==> config.mk <==
export PLATFORM = sky130hd
export DESIGN_NAME = cpc_queue
export DESIGN_NICKNAME = d
export VERILOG_FILES = /design/src/rtl/core/cpc_pkg.sv /design/src/rtl/core/cpc_queue.sv
export SDC_FILE = /design/constraint.sdc
export NUM_CORES = 1
export LEC_CHECK = 0
export BUFFER_PORTS_ARGS = -buffer_cell sky130_fd_sc_hd__buf_2
export CORE_MARGIN = 3
export CORE_UTILIZATION = 52
export DETAILED_ROUTE_END_ITERATION = 10
export HOLD_SLACK_MARGIN = 0.08
export PLACE_DENSITY = 0.79
export REMOVE_ABC_BUFFERS = 1
export SLEW_MARGIN = 0
export SYNTH_ARGS = -nofsm -noshare
export SYNTH_HDL_FRONTEND = slang
export SYNTH_SLANG_ARGS = --single-unit
==> constraint.sdc <==
create_clock -name clk -period 7.6 [get_ports clk]
set_clock_uncertainty 0.1 [all_clocks]
set_input_delay 1.52 -clock clk [delete_from_list [all_inputs] [get_ports clk]]
set_output_delay 1.52 -clock clk [all_outputs]
set_load 0.05 [all_outputs]
==> src/rtl/core/cpc_pkg.sv <==
package cpc_pkg;

  // Field widths and fixed-point format
  localparam int COORD_WIDTH    = 16;
  localparam int ANGLE_WIDTH    = 16;
  localparam int GUARD_BITS     = 8;
  localparam int DATA_W         = COORD_WIDTH + GUARD_BITS + 3;
  localparam int Z_W            = 32;
  localparam int ITERATIONS_DEF = 16;
  localparam int TABLE_LEN      = 24;

  // Gain correction: round(0.60725293500888 * 2^20)
  localparam int GAIN_Q20      = 636751;
  localparam int GAIN_FRAC     = 20;
  localparam int GAIN_W        = 21;
  localparam int PROD_W        = DATA_W + GAIN_W;
  localparam int DESCALE_SHIFT = GUARD_BITS + GAIN_FRAC;

  // Front/back decoupling queue
  localparam int QUEUE_DEPTH = 2;
  localparam int PTR_W       = (QUEUE_DEPTH > 1) ? $clog2(QUEUE_DEPTH) : 1;
  localparam int CNT_W       = $clog2(QUEUE_DEPTH + 1);

  typedef enum logic {
    OP_TO_POLAR = 1'b0,
    OP_TO_CART  = 1'b1
  } opcode_t;

  typedef logic signed [DATA_W-1:0]      data_t;
  typedef logic [Z_W-1:0]                z_t;
  typedef logic signed [PROD_W-1:0]      prod_t;
  typedef logic signed [COORD_WIDTH:0]   coord_ext_t;
  typedef logic signed [ANGLE_WIDTH-1:0] angle_t;

  // Quarter turn in binary angle units
  localparam angle_t QUARTER_POS = angle_t'(16384);
  localparam angle_t QUARTER_NEG = angle_t'(-16384);

  typedef struct packed {
    opcode_t                         opcode;
    logic signed [COORD_WIDTH-1:0]   x_in;
    logic signed [COORD_WIDTH-1:0]   y_in;
    logic [COORD_WIDTH-1:0]          radius_in;
    logic signed [ANGLE_WIDTH-1:0]   angle_in;
  } in_item_t;

  typedef struct packed {
    logic signed [COORD_WIDTH-1:0]   x_out;
    logic signed [COORD_WIDTH-1:0]   y_out;
    logic [COORD_WIDTH-1:0]          radius_out;
    logic signed [ANGLE_WIDTH-1:0]   angle_out;
  } out_item_t;

  // Classified work item between front and back
  typedef struct packed {
    logic  rot;
    logic  zero;
    data_t x;
    data_t y;
    z_t    z;
  } work_t;

  // atan(2^-i), 2^32 units per turn, rounded to nearest
  function automatic z_t atan_entry(input int idx);
    z_t v;
    case (idx)
      0:       v = 32'd536870912;
      1:       v = 32'd316933406;
      2:       v = 32'd167458907;
      3:       v = 32'd85004756;
      4:       v = 32'd42667331;
      5:       v = 32'd21354465;
      6:       v = 32'd10679838;
      7:       v = 32'd5340245;
      8:       v = 32'd2670163;
      9:       v = 32'd1335087;
      10:      v = 32'd667544;
      11:      v = 32'd333772;
      12:      v = 32'd166886;
      13:      v = 32'd83443;
      14:      v = 32'd41722;
      15:      v = 32'd20861;
      16:      v = 32'd10430;
      17:      v = 32'd5215;
      18:      v = 32'd2608;
      19:      v = 32'd1304;
      20:      v = 32'd652;
      21:      v = 32'd326;
      22:      v = 32'd163;
      23:      v = 32'd81;
      default: v = '0;
    endcase
    return v;
  endfunction

endpackage

==> src/rtl/core/cpc_queue.sv <==
module cpc_queue (
  input  logic           clk,
  input  logic           rst_n,
  input  logic           push,
  input  cpc_pkg::work_t push_data,
  output logic           ready,
  output logic           pop_valid,
  output cpc_pkg::work_t pop_data
);

  cpc_pkg::work_t                 entry_r [cpc_pkg::QUEUE_DEPTH];
  logic [cpc_pkg::PTR_W-1:0]      wr_ptr_r, wr_ptr_nxt;
  logic [cpc_pkg::PTR_W-1:0]      rd_ptr_r, rd_ptr_nxt;
  logic [cpc_pkg::CNT_W-1:0]      count_r, count_nxt;
  logic                           pop;

  localparam logic [cpc_pkg::PTR_W-1:0] LAST_PTR = cpc_pkg::PTR_W'(cpc_pkg::QUEUE_DEPTH - 1);
  localparam logic [cpc_pkg::CNT_W-1:0] FULL_CNT = cpc_pkg::CNT_W'(cpc_pkg::QUEUE_DEPTH);

  // The back end drains one transaction per cycle whenever one is queued
  assign ready     = (count_r != FULL_CNT);
  assign pop_valid = (count_r != '0);
  assign pop       = pop_valid;
  assign pop_data  = entry_r[rd_ptr_r];

  // Pointer and fill count update
  always_comb begin
    wr_ptr_nxt = wr_ptr_r;
    rd_ptr_nxt = rd_ptr_r;
    count_nxt  = count_r;
    if (push) begin
      wr_ptr_nxt = (wr_ptr_r == LAST_PTR) ? '0 : wr_ptr_r + 1'b1;
    end
    if (pop) begin
      rd_ptr_nxt = (rd_ptr_r == LAST_PTR) ? '0 : rd_ptr_r + 1'b1;
    end
    if (push && !pop) begin
      count_nxt = count_r + 1'b1;
    end else if (pop && !push) begin
      count_nxt = count_r - 1'b1;
    end
  end

  always_ff @(posedge clk) begin
    if (!rst_n) begin
      wr_ptr_r <= '0;
      rd_ptr_r <= '0;
      count_r  <= '0;
    end else begin
      wr_ptr_r <= wr_ptr_nxt;
      rd_ptr_r <= rd_ptr_nxt;
      count_r  <= count_nxt;
    end
  end

  always_ff @(posedge clk) begin
    if (push) begin
      entry_r[wr_ptr_r] <= push_data;
    end
  end

endmodule

==> flow_summary.json <==
{
  "synth.area.mux_share": 0.160,
  "die_height_um": 119,
  "p_leak_nw": 3.13,
  "arrival_ns": 2.47,
  "ys_ff_latch": 181,
  "first_pass_iters": 4,
  "setup_violations": 0,
  "yosys.area_share.simple": 0.00810,
  "numCtsBuffers": 17,
  "multi_input_area_mm2": 0.00119,
  "synth_xor_area_frac": 0.00396,
  "ff2ff_path_depth": 2,
  "synthAdderAreaFrac": 0.00188,
  "drt_iter0_drc": 204,
  "setup_tns_ns": 0,
  "r2r_slack_ns": 5.35,
  "post-cts-setup-buffers": 0,
  "min_path_cells": 2,
  "grt_setup_unrepaired": "false",
  "io_buffers": 180,
  "cp_max_fo": 48,
  "yosys_warnings": 0,
  "syn_area_mm2": 0.00664,
  "path_cells": "buf_4 > mux2_2 > buf_2",
  "synth_compound_area_frac": 0.00301,
  "vdd_ir_drop_max_uv": 249,
  "ys_seq_area_frac": 0.811,
  "antenna_cells": 0,
  "min_from": "count_r[1]",
  "place_congestion": 0.749,
  "grt_max_degree": 67,
  "grt_pass1_wl_mm": 17.9,
  "ctsResizeCount": 0,
  "rows": 40,
  "worst_slew_pin_slew_ns": 0.880,
  "synth_top_area_share": 0.796,
  "htree_levels": 4,
  "r2r_start": "wr_ptr_r",
  "final_cell_mix": "180 x buf_2, 176 x edfxtp_1, 68 x mux2_2",
  "final_max_slew_viol_count": 0,
  "core_mm2": 0.0123,
  "via_per_inst": 4.93,
  "layout_min_cycle_time_ns": 4.09,
  "num_io_pins": 181,
  "min_to": "count_r[1]",
  "cts_tree": "built",
  "cp_data_required_time_ns": 5.98,
  "synth_top_family_by_area": "multiplexers",
  "clockBufferDepth": 2,
  "dp_hpwl_mm": 7.52,
  "criticalPathCategory": "flop to primary output",
  "drv_cap": 0,
  "first_global_vias": 3546,
  "yosysUniqueCellTypes": 18,
  "wl_per_cell_um": 17.0,
  "yosysTopAreaCell": "edfxtp_1",
  "routed_wl_mm": 11.4,
  "layout_commonest_cell": "buf_2",
  "power_mw": 3.07,
  "clock.fmax_mhz": 244,
  "area_growth_syn_to_layout_pct": 24.6,
  "register_area_mm2": 0.00539,
  "synth_area_leaders": "edfxtp_1 80%, mux2_2 12%, mux2_4 4.5%",
  "max_stage_delay_ns": 0.71,
  "start_util": 0.542,
  "overflow": 0,
  "endpoint_kind": "primary output",
  "vias": 3292,
  "hold_path.class": "flop to flop",
  "syn_inst": 296,
  "utilization": 0.675,
  "ant_nets": 0,
  "clk_pin_slew_ns": 0.06,
  "dieArea_mm2": 0.0142,
  "max-slew-margin-rel": 0.414,
  "drive_gt1_frac": 0.602,
  "fillCellCount": 814,
  "drc": 0,
  "power.density_mw_per_mm2": 371,
  "clock_sinks": 181,
  "antenna_found_initial": 0,
  "hold_violations": 0,
  "fin_crit_sh": 0.538,
  "crit_slowest_cell": "dfxtp_4",
  "dieWidth_um": 119,
  "cts_root_buf": "clkbuf_16",
  "rr_endpoint": "entry_r[0][68]",
  "nNetsFinal": 580,
  "clock_latency_ns": 0.41,
  "cp-start-kind": "flop",
  "hold_buffers": 0,
  "status": "complete, no violations",
  "syn_avg_cell_area_um2": 22.4,
  "grtUsageTotal": 0.166
}
-- per-stage QoR --
stage               setup WS (ns)  std cells  area (um^2)  hold slack [ns]
floorplan                    1.56        286         6570            0.371
global placement             3.94        637         7710            0.381
detailed placement           3.91        637         7710            0.399
CTS                          3.45        668         8280            0.411
global route                 3.37        668         8280            0.458
finish                       3.51        668         8280            0.407
-- cell type report --
cell class                 count  share of cell area
sequential                   181               0.651
multi-input combinational    104               0.144
timing repair buffer         183               0.112
clock buffer                  18              0.0518
tap                          168              0.0254
clock inverter                13              0.0163
inverter                       1            0.000453
-- worst max-delay path, delay by kind of cell, from the launching register on --
kind | cells | cell delay, ns
flip-flops | 1 | 0.71
buffers and inverters | 2 | 0.88
multiplexers | 1 | 0.42
-- cell usage after synthesis --
| master | number |
|---|---|
| inv_1 | 1 |
| xnor2_1 | 2 |
| dfxtp_1 | 5 |
| and2_1 | 4 |
| nor2_1 | 1 |
| mux2_2 | 68 |
| buf_6 | 4 |
| or3_1 | 1 |
| nand2b_1 | 1 |
| a21boi_1 | 1 |
| nor2b_1 | 2 |
| edfxtp_1 | 176 |
| mux2_4 | 20 |
| xor2_1 | 1 |
| buf_2 | 6 |
| o21ai_0 | 1 |
| o21a_1 | 1 |
| ha_1 | 1 |
-- state kept, by name (all words and copies together) (netlist names), named ones only --
name and count:
rd_ptr_r 1, entry_r 176, count_r 2, wr_ptr_r 1
-- worst max-delay path by stage --
stage / endpoint / slack, ns / cells past startpoint
2_1_floorplan: entry_r[0][0] / 1.56 / 1
3_3_place_gp: pop_data[2] / 3.94 / 3
3_5_place_dp: pop_data[2] / 3.91 / 3
4_1_cts: pop_data[2] / 3.45 / 3
5_1_grt: pop_data[27] / 3.37 / 3
6_report: pop_data[29] / 3.51 / 3
-- report_power, final --
group,total (mW),switching [mW],internal (mW)
clock,0.826,0.346,0.480
sequential,1.22,0.0568,1.16
combinational,1.02,0.704,0.319
-- logic make-up after synthesis --
family | after synthesis
compound gates | 3
xor+xnor | 3
fa+ha+maj | 1
buf+inv | 11
flops | 181
mux | 88
simple gates | 9
-- routing by layer --
layer	vias up	GRT usage	share of wire
li1	1552	-	-
met1	1585	0.199	0.40
met2	138	0.269	0.50
met3	17	0.0608	0.087
met4	0	0.0731	0.019
met5	-	0	0
(Power assumes the default switching activity.)
