**config.mk**
```make
export PLATFORM = sky130hd
export DESIGN_NAME = cpc_front
export DESIGN_NICKNAME = d
export VERILOG_FILES = /design/src/rtl/core/cpc_pkg.sv /design/src/rtl/core/cpc_front.sv
export SDC_FILE = /design/constraint.sdc
export NUM_CORES = 1
export LEC_CHECK = 0
export ABC_CLOCK_PERIOD_IN_PS = 5800
export BUFFER_PORTS_ARGS = -buffer_cell sky130_fd_sc_hd__buf_4
export CAP_MARGIN = 15
export CORE_MARGIN = 4
export CORE_UTILIZATION = 50
export CTS_CLUSTER_SIZE = 25
export DETAILED_ROUTE_END_ITERATION = 16
export HOLD_SLACK_MARGIN = 0.12
export PLACE_DENSITY = 0.88
export SLEW_MARGIN = 0
export SYNTH_ARGS = -nofsm -noshare
export SYNTH_HDL_FRONTEND = slang
export SYNTH_SLANG_ARGS = --single-unit
```
**constraint.sdc**
```tcl
create_clock -name clk -period 5.8 [get_ports clk]
set_clock_uncertainty 0.05 [all_clocks]
set_input_delay 1.16 -clock clk [delete_from_list [all_inputs] [get_ports clk]]
set_output_delay 1.16 -clock clk [all_outputs]
set_load 0.005 [all_outputs]
```
**src/rtl/core/cpc_pkg.sv**
```systemverilog
package cpc_pkg;

  // Field widths and fixed-point format
  localparam int COORD_WIDTH    = 16;
  localparam int ANGLE_WIDTH    = 16;
  localparam int GUARD_BITS     = 8;
  localparam int DATA_W         = COORD_WIDTH + GUARD_BITS + 3;
  localparam int Z_W            = 32;
  localparam int ITERATIONS_DEF = 16;
  localparam int TABLE_LEN      = 24;

  // Gain correction: round(0.60725293500888 * 2^20)
  localparam int GAIN_Q20      = 636751;
  localparam int GAIN_FRAC     = 20;
  localparam int GAIN_W        = 21;
  localparam int PROD_W        = DATA_W + GAIN_W;
  localparam int DESCALE_SHIFT = GUARD_BITS + GAIN_FRAC;

  // Front/back decoupling queue
  localparam int QUEUE_DEPTH = 2;
  localparam int PTR_W       = (QUEUE_DEPTH > 1) ? $clog2(QUEUE_DEPTH) : 1;
  localparam int CNT_W       = $clog2(QUEUE_DEPTH + 1);

  typedef enum logic {
    OP_TO_POLAR = 1'b0,
    OP_TO_CART  = 1'b1
  } opcode_t;

  typedef logic signed [DATA_W-1:0]      data_t;
  typedef logic [Z_W-1:0]                z_t;
  typedef logic signed [PROD_W-1:0]      prod_t;
  typedef logic signed [COORD_WIDTH:0]   coord_ext_t;
  typedef logic signed [ANGLE_WIDTH-1:0] angle_t;

  // Quarter turn in binary angle units
  localparam angle_t QUARTER_POS = angle_t'(16384);
  localparam angle_t QUARTER_NEG = angle_t'(-16384);

  typedef struct packed {
    opcode_t                         opcode;
    logic signed [COORD_WIDTH-1:0]   x_in;
    logic signed [COORD_WIDTH-1:0]   y_in;
    logic [COORD_WIDTH-1:0]          radius_in;
    logic signed [ANGLE_WIDTH-1:0]   angle_in;
  } in_item_t;

  typedef struct packed {
    logic signed [COORD_WIDTH-1:0]   x_out;
    logic signed [COORD_WIDTH-1:0]   y_out;
    logic [COORD_WIDTH-1:0]          radius_out;
    logic signed [ANGLE_WIDTH-1:0]   angle_out;
  } out_item_t;

  // Classified work item between front and back
  typedef struct packed {
    logic  rot;
    logic  zero;
    data_t x;
    data_t y;
    z_t    z;
  } work_t;

  // atan(2^-i), 2^32 units per turn, rounded to nearest
  function automatic z_t atan_entry(input int idx);
    z_t v;
    case (idx)
      0:       v = 32'd536870912;
      1:       v = 32'd316933406;
      2:       v = 32'd167458907;
      3:       v = 32'd85004756;
      4:       v = 32'd42667331;
      5:       v = 32'd21354465;
      6:       v = 32'd10679838;
      7:       v = 32'd5340245;
      8:       v = 32'd2670163;
      9:       v = 32'd1335087;
      10:      v = 32'd667544;
      11:      v = 32'd333772;
      12:      v = 32'd166886;
      13:      v = 32'd83443;
      14:      v = 32'd41722;
      15:      v = 32'd20861;
      16:      v = 32'd10430;
      17:      v = 32'd5215;
      18:      v = 32'd2608;
      19:      v = 32'd1304;
      20:      v = 32'd652;
      21:      v = 32'd326;
      22:      v = 32'd163;
      23:      v = 32'd81;
      default: v = '0;
    endcase
    return v;
  endfunction

endpackage

```
**src/rtl/core/cpc_front.sv**
```systemverilog
module cpc_front (
  input  logic              clk,
  input  logic              rst_n,
  input  logic              start,
  output logic              busy,
  input  cpc_pkg::in_item_t in_item,
  input  logic              q_ready,
  output logic              q_push,
  output cpc_pkg::work_t    q_data
);

  logic                    front_valid_r, front_valid_nxt;
  cpc_pkg::work_t          front_work_r, front_work_nxt;
  logic                    front_ready;
  logic                    accept;
  cpc_pkg::coord_ext_t     xs, ys;
  cpc_pkg::angle_t         ang;

  // Hand-off to the queue
  assign front_ready = !front_valid_r || q_ready;
  assign accept      = start && front_ready;
  assign busy        = !rst_n || !front_ready;
  assign q_push      = front_valid_r && q_ready;
  assign q_data      = front_work_r;

  // Classify: fold into the right half plane / into a quarter turn
  always_comb begin
    xs  = '0;
    ys  = '0;
    ang = in_item.angle_in;
    front_work_nxt.rot  = (in_item.opcode == cpc_pkg::OP_TO_CART);
    front_work_nxt.zero = 1'b0;
    front_work_nxt.z    = '0;
    if (in_item.opcode == cpc_pkg::OP_TO_CART) begin
      xs = cpc_pkg::coord_ext_t'({1'b0, in_item.radius_in});
      if (ang > cpc_pkg::QUARTER_POS || ang < cpc_pkg::QUARTER_NEG) begin
        // half turn shift is a flip of the angle sign bit
        ang[cpc_pkg::ANGLE_WIDTH-1] = ~ang[cpc_pkg::ANGLE_WIDTH-1];
        xs = -xs;
      end
      front_work_nxt.z = {ang, {(cpc_pkg::Z_W - cpc_pkg::ANGLE_WIDTH){1'b0}}};
    end else begin
      xs = cpc_pkg::coord_ext_t'(in_item.x_in);
      ys = cpc_pkg::coord_ext_t'(in_item.y_in);
      front_work_nxt.zero = (in_item.x_in == '0) && (in_item.y_in == '0);
      if (in_item.x_in < 0) begin
        xs = -xs;
        ys = -ys;
        front_work_nxt.z = {1'b1, {(cpc_pkg::Z_W - 1){1'b0}}};
      end
    end
    front_work_nxt.x = cpc_pkg::data_t'(xs) <<< cpc_pkg::GUARD_BITS;
    front_work_nxt.y = cpc_pkg::data_t'(ys) <<< cpc_pkg::GUARD_BITS;
  end

  // Valid flag
  always_comb begin
    front_valid_nxt = front_valid_r;
    if (accept) begin
      front_valid_nxt = 1'b1;
    end else if (q_push) begin
      front_valid_nxt = 1'b0;
    end
  end

  always_ff @(posedge clk) begin
    if (!rst_n) begin
      front_valid_r <= 1'b0;
    end else begin
      front_valid_r <= front_valid_nxt;
    end
  end

  always_ff @(posedge clk) begin
    if (accept) begin
      front_work_r <= front_work_nxt;
    end
  end

endmodule

```
==> results of run 1 <==
## flip-flops by register name (all words and copies together), names as in the netlist
name	cells
q_data	52
front_valid_r	1
## layout make-up
cell class                 instances  area [um^2]  share of cell area [%]
clock inverter                     2         15.0                   0.355
inverter                          10         37.5                   0.888
clock buffer                       6         72.6                    1.72
multi-input combinational        232         1450                    34.3
timing repair buffer             128          973                    23.0
sequential                        53         1580                    37.4
tap                               77         96.3                    2.28
## power by group
group | total (uW) | internal [uW] | switching [uW]
Sequential | 467 | 458 | 8.97
Combinational | 214 | 109 | 105
Clock | 203 | 85.3 | 118
## critical path: stages
cell and delay, ns:
buf_4 0.12, or4_4 0.55, or4_4 0.46, o31ai_4 0.23, xnor2_1 0.11, a22o_1 0.24
## final timing paths
check             endpoint  slack [ns]  depth (start not counted)
min reg2reg  front_valid_r        0.52                          2
max reg2reg     q_data[41]        4.24                          3
max             q_data[82]        2.93                          6
min          front_valid_r        0.52                          2
## cells by family (layout without fill, tap and decap cells)
logic type      after synthesis  in the layout  synth area share, %
compound gates               51             51                 11.0
xor+xnor                     40             40                 10.7
fa+ha+maj                     3              3                 1.15
buf+inv                      56            146                 10.6
flops                        53             53                 48.5
mux                           8              8                 2.46
other cells                   1             32                0.115
simple gates                 98             98                 15.5
## metal layers
metal  routed length (um)  global-route usage [%]
met2                 4120                    35.7
met3                  824                    3.45
met5                    0                       0
met1                 3000                    24.0
met4                  129                    6.04
## metrics by stage
step                      util, %  total power, uW  instance area [um^2]  hold slack (ns)  worst slack, ns
after floorplan                 -              587                  3380            0.441             2.81
after global routing         66.6              929                  4230            0.552             2.88
after global placement       64.9              682                  4120            0.454             2.62
after CTS                    66.3              890                  4210            0.532             2.94
final                        66.6              884                  4230            0.519             2.93
after detailed placement     64.9              689                  4120            0.523             2.61
## cells in the mapped netlist, types with 3 or more instances
cell / instances
edfxtp_1: 52
buf_4: 36
nor2_1: 31
xor2_1: 29
nand2_1: 18
and2_1: 17
o21ai_0: 12
o31ai_1: 12
a21oi_1: 11
xnor2_1: 11
inv_1: 10
nor4_1: 9
clkbuf_1: 8
mux2i_1: 8
nor3_1: 6
o41ai_1: 6
or4_4: 4
ha_1: 3
==> flow_metrics.env, run 1 <==
export IMPL_status="finished clean"
export IMPL_cts_hold_repair_buffers=0
export IMPL_vias=2680
export IMPL_largest_net_degree_at_the_start_of_global_routing=61
export IMPL_worst_slew_pin_transition_ns=0.595
export IMPL_ys_ff_latch=53
export IMPL_maxCapViolCount=0
export IMPL_final_setup_violation_count=0
export IMPL_die_height_um=88.8
export IMPL_remaining_drc_errors=0
export IMPL_synth_top_cell_area_share_pct=47.9
export IMPL_fp_dieW_um=88.8
export IMPL_drt_pass1_iter_count=4
export IMPL_achievable_frequency_mhz=348
export IMPL_detailedRoute_firstIterationViolations=114
export IMPL_post_cts_setup_buffer_count=0
export IMPL_finalHoldViolCount=0
export IMPL_post_synth_edffs=52
export IMPL_clkLatencyLatePin_ns=0.30
export IMPL_mean_syn_cell_area_um2=10.5
export IMPL_top_level_ports=159
export IMPL_die_area_um2=7880
export IMPL_max_slew_margin_pct=60.3
export IMPL_tritoncts_num_sinks=53
export IMPL_tns_ns=0
export IMPL_buffers_from_clock_root_to_sink_at_most=2
export IMPL_ant_nets=0
export IMPL_antenna_fix_cells=0
export IMPL_cts_clk_slew_worst_paths_ns=0.09
export IMPL_crit_path_max_fanout=4
export IMPL_core_rowCount=29
export IMPL_tritoncts="done"
export IMPL_finalCritPeriodShare_pct=49.5
export IMPL_syn_to_final_growth_pct=29.7
export IMPL_via_count_of_the_first_global_routing_pass=2450
export IMPL_final_cell_count_no_fill=508
export IMPL_cts_htree_levels=2
export IMPL_dp_final_hpwl_mm=6.38
export IMPL_number_of_antenna_violations_at_the_first_check_in_global_routing=0
export IMPL_critPathKind="in -> reg"
export IMPL_layout_common_cells="127 x buf_4, 52 x edfxtp_1, 32 x conb_1, 31 x nor2_1, 29 x xor2_1"
export IMPL_fill_cells=504
export IMPL_min_from="front_valid_r"
export IMPL_rr_startpoint="front_valid_r"
export IMPL_io_buffers=126
export IMPL_sequential_share_of_the_synthesized_area_pct=48.5
export IMPL_power_dens_cells_nw_per_um2=209
export IMPL_final_common_cell="buf_4"
export IMPL_root_buffer="clkbuf_8"
export IMPL_design_final_nets=502
export IMPL_cts_resized_gates=0
export IMPL_setup_worst_path_start_class="primary input"
export IMPL_power_static_leakage_uw=0.00181
export IMPL_place_detailed_instances=499
export IMPL_gpl_final_weighted_congestion=0.789
export IMPL_layout_min_cycle_time_ns=2.87
export IMPL_vdd_drop_max_uv=126
export IMPL_holdCritPathClass="reg -> reg"
export IMPL_report_final_slew_viol_count=0
export IMPL_grt_pass1_wl_mm=12.0
export IMPL_synthDominantAreaCellType="edfxtp_1"
export IMPL_critical_path_startpoint="in_item[25]"
export IMPL_synth_distinct_cells=38
export IMPL_post_route_cells_drive_above_1_share_pct=32.9
export IMPL_fp_coreArea_um2=6350
export IMPL_async_reset_ff_share_pct=0
export IMPL_grt_setup_unrepaired="false"
export IMPL_track_usage_pct=19.8
export IMPL_detail_route_wirelength_mm=8.07
export IMPL_syn_area_um2=3260
export IMPL_arrival_ns=2.88
export IMPL_vias_per_cell=5.28
export IMPL_end_kind="flip-flop"
export IMPL_synth_cells=310
export IMPL_yosys_most_used_dff="edfxtp_1"
export IMPL_globalRouteOverflowTotal=0
export IMPL_cp_data_required_time_ns=5.80
export IMPL_clock_buffer_count_from_cts=5
export IMPL_yosys_warnings=0
export IMPL_ys_top_cells_by_area="edfxtp_1 48%, buf_4 8.3%, xor2_1 7.8%"
export IMPL_initial_utilization_pct=51.4
export IMPL_wl_per_cell_um=15.9
(Power assumes the default switching activity.)
==> run 2, diff against run 1 <==
--- a/config.mk
+++ b/config.mk
@@ -5,15 +5,15 @@
 export SDC_FILE = /design/constraint.sdc
 export NUM_CORES = 1
 export LEC_CHECK = 0
-export ABC_CLOCK_PERIOD_IN_PS = 5800
+export ABC_CLOCK_PERIOD_IN_PS = 2450
 export BUFFER_PORTS_ARGS = -buffer_cell sky130_fd_sc_hd__buf_4
 export CAP_MARGIN = 15
 export CORE_MARGIN = 4
-export CORE_UTILIZATION = 50
+export CORE_UTILIZATION = 42
 export CTS_CLUSTER_SIZE = 25
 export DETAILED_ROUTE_END_ITERATION = 16
 export HOLD_SLACK_MARGIN = 0.12
-export PLACE_DENSITY = 0.88
+export PLACE_DENSITY = 0.79
 export SLEW_MARGIN = 0
 export SYNTH_ARGS = -nofsm -noshare
 export SYNTH_HDL_FRONTEND = slang
==> constraint.sdc (replaced) <==
create_clock -name clk -period 2.45 [get_ports clk]
set_clock_uncertainty 0.05 [all_clocks]
set_input_delay 0.49 -clock clk [delete_from_list [all_inputs] [get_ports clk]]
set_output_delay 0.49 -clock clk [all_outputs]
set_load 0.005 [all_outputs]
==> run 2 against run 1 <==
  * Design area up 1.9%
  * Total power up 140%
  * Global-route usage down 2.9 points
  * Hold slack worse by 0.14 ns
  * Combinational power up 140%
  * Sequential power up 140%
  * Setup slack worse by 2.7 ns
  * Die area up 17%
  * First-iteration DRC count up 23%
  * Non-clock buffer count up 7
  * Clock power up 140%
  * Register-to-register slack worse by 3.0 ns
  * Critical path type unchanged
  * Critical endpoint is now q_data[81]
  * Largest power group unchanged
==> flow_metrics.env, run 2 (synthesis results as in run 1) <==
export IMPL_post_cts_setup_buffer_count=0
export IMPL_drt_pass1_iter_count=5
export IMPL_wl_met2_mm=4.02
export IMPL_multi_input_comb_area_um2=1450
export IMPL_cts_hold_repair_buffers=0
export IMPL_final_common_cell="buf_4"
export IMPL_finalCritPeriodShare_pct=88.7
export IMPL_root_buffer="clkbuf_8"
export IMPL_crit_buf_inv=1
export IMPL_total_power_uw=2110
export IMPL_cts_resized_gates=0
export IMPL_final_cell_count_no_fill=537
export IMPL_tritoncts="done"
export IMPL_holdCritPathClass="in -> reg"
export IMPL_largest_net_degree_at_the_start_of_global_routing=61
export IMPL_wl_met3_um=858
export IMPL_buffers_from_clock_root_to_sink_at_most=2
export IMPL_crit_path_top_delay_cell="or4_4"
export IMPL_initial_utilization_pct=44.0
export IMPL_share_clk_of_total_power_pct=23.3
export IMPL_power_static_leakage_uw=0.00184
export IMPL_grt_pass1_wl_mm=12.0
export IMPL_report_final_slew_viol_count=0
export IMPL_cts_htree_levels=2
export IMPL_route_layer_met1_wl_mm=3.06
export IMPL_io_buffers=126
export IMPL_wl_per_cell_um=15.2
export IMPL_gpl_final_weighted_congestion=0.844
export IMPL_seqCellArea_um2=1580
export IMPL_fill_cells=632
export IMPL_detailedRoute_firstIterationViolations=140
export IMPL_end_kind="flip-flop"
export IMPL_power_share_switching_pct=26.5
export IMPL_ant_nets=0
export IMPL_place_detailed_instances=529
export IMPL_post_route_cells_drive_above_1_share_pct=34.0
export IMPL_syn_to_final_growth_pct=32.1
export IMPL_clock_buffer_count_from_cts=5
export IMPL_max_slew_margin_pct=59.8
export IMPL_globalRouteOverflowTotal=0
export IMPL_fp_coreArea_um2=7410
export IMPL_cts_clk_slew_worst_paths_ns=0.09
export IMPL_worst_path_most_repeated_cell="or4_4"
export IMPL_worst_slew_pin_transition_ns=0.603
export IMPL_design_final_nets=509
export IMPL_fp_dieW_um=96.1
export IMPL_arrival_ns=2.17
export IMPL_die_area_um2=9240
export IMPL_via_count_of_the_first_global_routing_pass=2449
export IMPL_crit_path_max_fanout=4
export IMPL_die_height_um=96.1
export IMPL_number_of_antenna_violations_at_the_first_check_in_global_routing=0
export IMPL_cell_int_power_uw=1550
export IMPL_dp_final_hpwl_mm=6.43
export IMPL_remaining_drc_errors=0
export IMPL_track_usage_pct=16.9
export IMPL_vdd_drop_max_uv=204
export IMPL_critPathKind="in -> reg"
export IMPL_layout_min_cycle_time_ns=2.17
export IMPL_finalHoldViolCount=0
export IMPL_number_of_flip_flops_in_the_largest_register=52
export IMPL_cpLargestDelayFamily="simple AND/OR/NAND/NOR gates"
export IMPL_maxCapViolCount=0
export IMPL_grt_setup_unrepaired="false"
export IMPL_antenna_fix_cells=0
export IMPL_place_area_um2=4220
export IMPL_switchingPower_uw=559
export IMPL_combPwrFrac_pct=24.2
export IMPL_dr_max_layer_used="met4"
export IMPL_status="finished clean"
export IMPL_core_rowCount=31
export IMPL_vias_per_cell=4.94
export IMPL_crit_path_cell_trace="buf_4 -> or4_4 -> or4_4 -> o31ai_1 -> xor2_1 -> mux2i_1"
export IMPL_achievable_frequency_mhz=460
export IMPL_power_dens_cells_nw_per_um2=489
export IMPL_detail_route_wirelength_mm=8.17
export IMPL_stdcell_area_um2=4310
export IMPL_final_setup_violation_count=0
export IMPL_pwr_share_seq_pct=52.4
export IMPL_setup_worst_path_start_class="primary input"
export IMPL_detailedPlace_worstSlack_ns=-0.0511
export IMPL_vias=2651
export IMPL_tritoncts_num_sinks=53
export IMPL_top_level_ports=159
export IMPL_layout_common_cells="134 x buf_4, 52 x edfxtp_1, 32 x conb_1, 31 x nor2_1, 29 x xor2_1"
export IMPL_slowest_delay_ns=0.53
export IMPL_clkLatencyLatePin_ns=0.31
export IMPL_cp_data_required_time_ns=2.45
export IMPL_worst_slack_ns=0.277
## run 2: layout make-up
| type | count | share of cell area, % |
|---|---|---|
| Sequential cell | 53 | 36.7 |
| Timing Repair Buffer | 135 | 23.8 |
| Inverter | 10 | 0.871 |
| Tap cell | 99 | 2.87 |
| Multi-Input combinational cell | 232 | 33.7 |
| Clock inverter | 2 | 0.348 |
| Clock buffer | 6 | 1.68 |
## run 2: tightest hold or removal path, cell delays in order
cell and delay [ns]:
buf_4 0.11, inv_1 0.04, a21boi_0 0.06
## run 2: path summary, 6_finish.rpt
path / startpoint / endpoint / slack (ns) / cells after the start
hold / removal: start / front_valid_r / 0.38 / 3
setup reg to reg: front_valid_r / q_data[72] / 1.20 / 3
setup / recovery: in_item[55] / q_data[81] / 0.28 / 6
hold reg to reg: front_valid_r / front_valid_r / 0.49 / 2
## run 2: metal layers
metal	global-route usage, %	vias to the layer above
li1	-	1298
met1	19.5	1200
met2	30.0	138
met3	3.67	15
met4	7.23	0
met5	0	-
## run 2: metrics by stage
step,util (%),hold WS (ns),setup TNS [ns]
after detailed placement,57.0,0.485,-0.0678
after global placement,57.0,0.459,-0.00451
after global routing,58.2,0.382,0
final,58.2,0.383,0
after CTS,58.2,0.378,0
after floorplan,-,0.441,0
## run 2: power groups by stage
stage | Clock (uW) | Combinational (uW) | Sequential (uW)
finish | 491 | 511 | 1110
CTS | 503 | 513 | 1110
floorplan | 0 | 255 | 1140
global placement | 0 | 500 | 1120
detailed placement | 0 | 512 | 1130
global route | 553 | 560 | 1110
